<file path="config.mk">
export PLATFORM = sky130hd
export DESIGN_NAME = gmvf_ctrl
export DESIGN_NICKNAME = d
export VERILOG_FILES = /design/src/rtl/core/gmvf_pkg.sv /design/src/rtl/core/gmvf_ctrl.sv
export SDC_FILE = /design/constraint.sdc
export NUM_CORES = 1
export LEC_CHECK = 0
export BUFFER_PORTS_ARGS = -buffer_cell sky130_fd_sc_hd__clkbuf_2
export CAP_MARGIN = 20
export CORE_MARGIN = 2
export CORE_UTILIZATION = 51
export CTS_CLUSTER_DIAMETER = 200
export CTS_CLUSTER_SIZE = 8
export DETAILED_ROUTE_END_ITERATION = 12
export PLACE_DENSITY_LB_ADDON = 0.12
export SLEW_MARGIN = 20
export SYNTH_ARGS = -nofsm -noshare
export SYNTH_HDL_FRONTEND = slang
export SYNTH_SLANG_ARGS = --single-unit
</file>
<file path="constraint.sdc">
create_clock -name clock -period 1.6 [get_ports clock]
set_input_delay 0.32 -clock clock [delete_from_list [all_inputs] [get_ports clock]]
set_output_delay 0.32 -clock clock [all_outputs]
set_load 0.005 [all_outputs]
</file>
<file path="src/rtl/core/gmvf_pkg.sv">
`default_nettype none
package gmvf_pkg;

   localparam int MAX_ENTRIES_DEF = 64;
   localparam int VALUE_BITS_DEF  = 32;
   localparam int TIME_BITS       = 32;
   localparam int INDEX_BITS      = 6;
   localparam int REQ_DATA_BITS   = 72;
   localparam int REQ_USER_BITS   = 1;
   localparam int RSP_DATA_BITS   = 40;
   localparam int RSP_USER_BITS   = 5;

   typedef enum logic [2:0] {
      KIND_ORIG   = 3'd0,
      KIND_PREV   = 3'd1,
      KIND_FIRST  = 3'd2,
      KIND_TIME   = 3'd3,
      KIND_GLOBAL = 3'd4,
      KIND_NONE   = 3'd7
   } kind_type;

   typedef enum logic [1:0] {
      ERR_OK          = 2'd0,
      ERR_ALL_MISSING = 2'd1,
      ERR_TOO_MANY    = 2'd2,
      ERR_OPEN_GROUP  = 2'd3
   } err_type;

   typedef enum logic [3:0] {
      OP_NONE,
      OP_P1_EX,
      OP_P2_EX,
      OP_SCAN_INIT,
      OP_SCAN_EX,
      OP_DIV_START,
      OP_MEAN_WR,
      OP_NEXT_I,
      OP_GLOBAL_INIT,
      OP_EMIT_INIT,
      OP_EMIT_LD,
      OP_ERR_LD
   } op_type;

   typedef struct packed {
      logic   load_en;
      logic   rd_sel_k;
      op_type op;
   } cmd_type;

   typedef struct packed {
      logic set_done;
      logic set_err;
      logic i_last;
      logic i_zero;
      logic k_last;
      logic entry_missing;
      logic cnt_zero;
      logic div_done;
      logic out_full;
      logic global_mode;
   } status_type;

endpackage
`default_nettype wire

</file>
<file path="src/rtl/core/gmvf_ctrl.sv">
`default_nettype none
// Pass sequencer.
module gmvf_ctrl (
   input  wire logic                 clock,
   input  wire logic                 reset,
   input  wire gmvf_pkg::status_type status,
   output gmvf_pkg::cmd_type         cmd
);

   typedef enum logic [3:0] {
      S_LOAD,
      S_ERR,
      S_P1_RD,
      S_P1_EX,
      S_P2_RD,
      S_P2_EX,
      S_P3_RD,
      S_P3_CHK,
      S_K_RD,
      S_K_EX,
      S_DIV,
      S_DIV_WAIT,
      S_NEXT,
      S_E_RD,
      S_E_LD
   } state_type;

   state_type state_ff, state_in;

   always_comb begin
      state_in     = state_ff;
      cmd.load_en  = 1'b0;
      cmd.rd_sel_k = 1'b0;
      cmd.op       = gmvf_pkg::OP_NONE;
      case (state_ff)
         S_LOAD: begin
            cmd.load_en = 1'b1;
            if (status.set_done) begin
               state_in = status.set_err ? S_ERR : S_P1_RD;
            end
         end
         S_ERR: begin
            if (!status.out_full) begin
               cmd.op   = gmvf_pkg::OP_ERR_LD;
               state_in = S_LOAD;
            end
         end
         S_P1_RD: state_in = S_P1_EX;
         S_P1_EX: begin
            cmd.op   = gmvf_pkg::OP_P1_EX;
            state_in = status.i_last ? S_P2_RD : S_P1_RD;
         end
         S_P2_RD: state_in = S_P2_EX;
         S_P2_EX: begin
            cmd.op   = gmvf_pkg::OP_P2_EX;
            state_in = status.i_zero ? S_P3_RD : S_P2_RD;
         end
         S_P3_RD: state_in = S_P3_CHK;
         S_P3_CHK: begin
            cmd.op   = gmvf_pkg::OP_SCAN_INIT;
            state_in = status.entry_missing ? S_K_RD : S_NEXT;
         end
         S_K_RD: begin
            cmd.rd_sel_k = 1'b1;
            state_in     = S_K_EX;
         end
         S_K_EX: begin
            cmd.rd_sel_k = 1'b1;
            cmd.op       = gmvf_pkg::OP_SCAN_EX;
            state_in     = status.k_last ? S_DIV : S_K_RD;
         end
         S_DIV: begin
            if (status.cnt_zero) begin
               state_in = S_NEXT;
            end else begin
               cmd.op   = gmvf_pkg::OP_DIV_START;
               state_in = S_DIV_WAIT;
            end
         end
         S_DIV_WAIT: begin
            if (status.div_done) begin
               cmd.op   = gmvf_pkg::OP_MEAN_WR;
               state_in = S_NEXT;
            end
         end
         S_NEXT: begin
            if (!status.i_last) begin
               cmd.op   = gmvf_pkg::OP_NEXT_I;
               state_in = S_P3_RD;
            end else if (status.global_mode) begin
               cmd.op   = gmvf_pkg::OP_EMIT_INIT;
               state_in = S_E_RD;
            end else begin
               cmd.op   = gmvf_pkg::OP_GLOBAL_INIT;
               state_in = S_P3_RD;
            end
         end
         S_E_RD: state_in = S_E_LD;
         S_E_LD: begin
            if (!status.out_full) begin
               cmd.op   = gmvf_pkg::OP_EMIT_LD;
               state_in = status.i_last ? S_LOAD : S_E_RD;
            end
         end
         default: state_in = S_LOAD;
      endcase
   end

   always_ff @(posedge clock) begin
      if (reset) begin
         state_ff <= S_LOAD;
      end else begin
         state_ff <= state_in;
      end
   end

endmodule
`default_nettype wire

</file>
* Yosys cells after proc, flatten, opt, wreduce, memory -nomap -nowiden *
Index checks and enable logic that the tools add are counted.

word-level totals
  bits in registers = 4
  input bits = 12
  output and inout bits = 6
  logic and storage cells = 45

cells by class
  eq/ne operators = 18
  mux-type cells = 23
  reduce and logical (&&, ||, !) cells = 3

operator list
  operator                                                         number
  4-bit case mux with 15 select lines                              1
  4-bit two-way mux                                                10
  4-bit case mux with 9 select lines                               1
  4-bit == test, second input constant                             7
  4-bit by 3-bit == test with 1-bit output, second input constant  4
  3-bit two-way mux                                                5
  4-bit by 2-bit == test with 1-bit output, second input constant  2
  2-bit inequality test, second input constant                     4
  2-bit two-way mux                                                3
  4-bit by 1-bit == test with 1-bit output, second input constant  1
  4-bit zero test                                                  1
  4-bit AND reduction                                              1
  1-bit two-way mux                                                3
  2-bit OR reduction                                               1

* Depth between registers and ports, before layout *
  depth in word-level cells = 3
  mapped depth = 6
  depth with buffers taken out = 4

* Worst setup path before layout *
Ideal clock, no wire load.

  path kind = register -> output
  start = reg state_ff[2]
  end = out cmd[1] (netlist name)
  arrival = 1.077 ns
  data required time = 1.280 ns
  path slack = 0.203 ns
  cell stages (with the launch flop) = 5
  buffers on the path = 2
  cells stage by stage = dfxtp_1 > buf_4 > clkbuf_8 > nand2_1 > o311ai_0

RTL lines
  what                      RTL line          source
  start: declaration        gmvf_ctrl.sv:28   state_type state_ff, state_in;
  start signal: assignment  gmvf_ctrl.sv:113  state_ff <= state_in;
  end: declaration          gmvf_ctrl.sv:7    output gmvf_pkg::cmd_type cmd

==> results.yml <==
drt:
  dr.pass1.iters: 4
  routed-via-count: 817
  drt-total-wl_um: 1927
  viasPerCell: 6.433
  routedWlPerCell_um: 15.17
  drt_iter0_markers: 37
  drc_errors: 0
  final_antenna_net_count: 0
floorplan:
  die_h_um: 40.47
  io_pins: 18
  dieWidth_um: 40.47
  initial_core_util_pct: 53.45
  num_rows: 13
  die_area_um2: 1637
  core_um2: 1269
final_layout:
  antenna_cells: 0
  largest_register: "state_ff"
  fillers: 106
  largest_reg_flops: 4
  final_cell_count_no_fill: 127
  drive_gt1_share_pct: 45.54
  reg_top3: "state_ff: 4 flops"
  fin_nets: 126
  finish.instance_area_um2: 887.1
  areaGrowthSynthToFinish_pct: 30.81
critical_path:
  end_kind: "output pin"
  timing.rr.end: "state_ff[1]$_SDFFE_PP0P_"
  crit_path_start_kind: "flip-flop"
  r2r_cells: 5
  path_class: "flip-flop to output pin"
  critPathRequiredTime_ns: 1.28
  critPathArrivalTime_ns: 1.31
  r2r-start: "state_ff[0]$_SDFFE_PP0P_"
  r2r_setup_slack_ns: 0.01
  path_max_fanout: 7
place:
  postPlaceCellArea_um2: 790.8
  finalWeightedCongestion: 0.8504
  placed_cells: 122
  port_buffers: 17
  dp_hpwl_um: 1358
hold_path:
  hold_class: "primary input to flip-flop"
  hold_end: "state_ff[2]$_SDFFE_PP0P_"
  worstHoldStart: "reset"
  hold_depth: 2
sta:
  max_freq_mhz: 612.4
  fin_ws_ns: -0.03301
  rsz0062_at_grt: "true"
  period_needed_ns: 1.633
  fin_crit_sh_pct: 102.1
  setup_tns_ns: -0.05956
  setup_viol: 2
  hold_violations: 0
  slew_headroom_pct: 81.44
  worst_pin_slew_ns: 0.2755
  drv_slew: 0
  finClkSkew_ns: 0.004203
outcome:
  failed_checks: "negative setup slack"
  status: "finished, violations left"
power:
  vdd_ir_drop_max_mv: 0.6535
  clock_power_share_pct: 12.5
  swShare_pct: 43.13
  pwr-share-comb_pct: 69.1
  p_leak_uw: 0.0003678
  switchingPower_uw: 428.6
  seq_power_share_pct: 18.4
  power.density_nw_per_um2: 1120
  p_int_uw: 565.0
clock_network:
  clockRootBuffer: "clkbuf_4"
  clk_pin_slew_ns: 0.04
  clk_path_buf_depth: 2
  clk_latency_ns: 0.23
  cts_inserted_buffers: 3
  h-tree-depth: 1
  cts-hold-fix-buffers: 0
  cts_tree: "built"
  cts_sinks: 4
synthesis:
  syn_avg_cell_area_um2: 7.535
  synth-edff-count: 0
  synth_top_area_cell: "dfxtp_1"
  yosysWarningCount: 0
  synth_ff_type: "dfxtp_1"
  async_flop_share_pct: 0
  synth_nets: 102
  ys_top_cells_by_area: "dfxtp_1 (12%), buf_6 (5.0%), clkbuf_8 (4.1%)"
  synth_cells: 90
  synth.distinct_cells: 46
  synth_seq_cells: 4
  yosysMostFrequentCell: "nor2_1"
  yosys-top-cells-count: "nor2_1 (6), a21oi_1 (5), inv_1 (5), nand2_1 (5), o21ai_0 (5)"
  ys_seq_area_share_pct: 11.81
  syn_area_um2: 678.2
  netlist.area_leader.share_pct: 11.81
global_routing:
  grt_pass1_wl_um: 2760
  antenna_found_initial: 0
  overflow: 0
  grt_max_degree: 23
  grt_usage_pct: 24.69
  grt_pass1_vias: 669
job:
  drv_cap: 0
==> stage by stage <==
stage | util [%] | power (µW) | hold WS [ns] | worst slack [ns]
after floorplan | - | 600.2 | 0.3824 | 0.2026
after global placement | 62.33 | 756.4 | 0.5500 | 0.08935
after detailed placement | 62.33 | 770.4 | 0.5539 | 0.05150
after CTS | 66.77 | 940.5 | 0.2939 | -0.04444
after global routing | 69.92 | 1066 | 0.3007 | -0.1110
final | 69.92 | 993.5 | 0.3069 | -0.03301
==> power groups by stage <==
stage                     registers, µW  clock network [µW]  logic (µW)
after global placement              164                   0         592
after detailed placement            166                   0         604
final                               183                 124         687
after floorplan                     149                   0         451
after global routing                190                 139         737
after CTS                           182                 129         630
==> what timing repair did <==
item	CTS	global route
gates resized for setup	12	13
setup endpoints to repair	4	5
pin swaps	3	3
buffers inserted	1	1
==> worst max-delay path by stage <==
stage,endpoint,cells past startpoint,slack [ns],startpoint
2_1_floorplan,cmd[1],4,0.20,state_ff[2]$_SDFFE_PP0P_
3_3_place_gp,state_ff[1]$_SDFFE_PP0P_,5,0.09,state_ff[1]$_SDFFE_PP0P_
3_5_place_dp,state_ff[1]$_SDFFE_PP0P_,5,0.05,state_ff[1]$_SDFFE_PP0P_
4_1_cts,cmd[1],4,-0.04,state_ff[0]$_SDFFE_PP0P_
5_1_grt,cmd[0],4,-0.11,state_ff[0]$_SDFFE_PP0P_
6_report,cmd[1],4,-0.03,state_ff[0]$_SDFFE_PP0P_
==> logic make-up after synthesis <==
kind of cell    Yosys count  share of synthesized area (%)
compound gates           34                          37.09
buf+inv                  15                          16.24
simple gates             37                          34.87
flops                     4                          11.81
==> critical path: stages (launching register included) <==
cell      delay, ns
dfxtp_4        0.35
and2b_2        0.29
inv_1          0.05
o311ai_1       0.23
buf_2          0.16
==> metal layers <==
metal / global-route usage (%) / share of wire, % / wire length, µm
met4: 10.83 / 0.36 / 7
met2: 42.06 / 51 / 977
met5: 0 / 0 / 0
met1: 30.29 / 45 / 863
met3: 3.333 / 4.0 / 78
==> final cells by class <==
cell class,instances,area (µm²),area share [%]
multi-input cells,71,524.3,59.10
clock buffers,3,22.52,2.539
flip-flops and latches,4,92.59,10.44
repair buffers,29,207.7,23.41
inverters,5,21.27,2.398
well taps,15,18.77,2.116
==> cell usage in the layout, fill, tap and decap left out, types with 2 or more instances in the layout <==
| cell type | Yosys | final |
|---|---|---|
| buf_4 | 2 | 8 |
| clkbuf_4 | 0 | 3 |
| o21ai_0 | 5 | 3 |
| nand4b_1 | 2 | 2 |
| nor2b_4 | 1 | 2 |
| o21ai_1 | 2 | 4 |
| nor2_1 | 6 | 4 |
| clkbuf_2 | 1 | 15 |
| a32oi_1 | 3 | 3 |
| nand3b_1 | 2 | 2 |
| buf_12 | 0 | 2 |
| dfxtp_4 | 0 | 3 |
| nand2_1 | 5 | 5 |
| buf_6 | 3 | 2 |
| o2111a_1 | 2 | 2 |
| a21oi_2 | 2 | 3 |
| inv_1 | 5 | 4 |
| a21oi_1 | 5 | 4 |
| nand2b_1 | 3 | 3 |
| nor3b_2 | 0 | 2 |
| o221ai_1 | 2 | 2 |
| buf_2 | 2 | 2 |
| o211ai_1 | 2 | 2 |
Power figures use the tool's default switching activity.
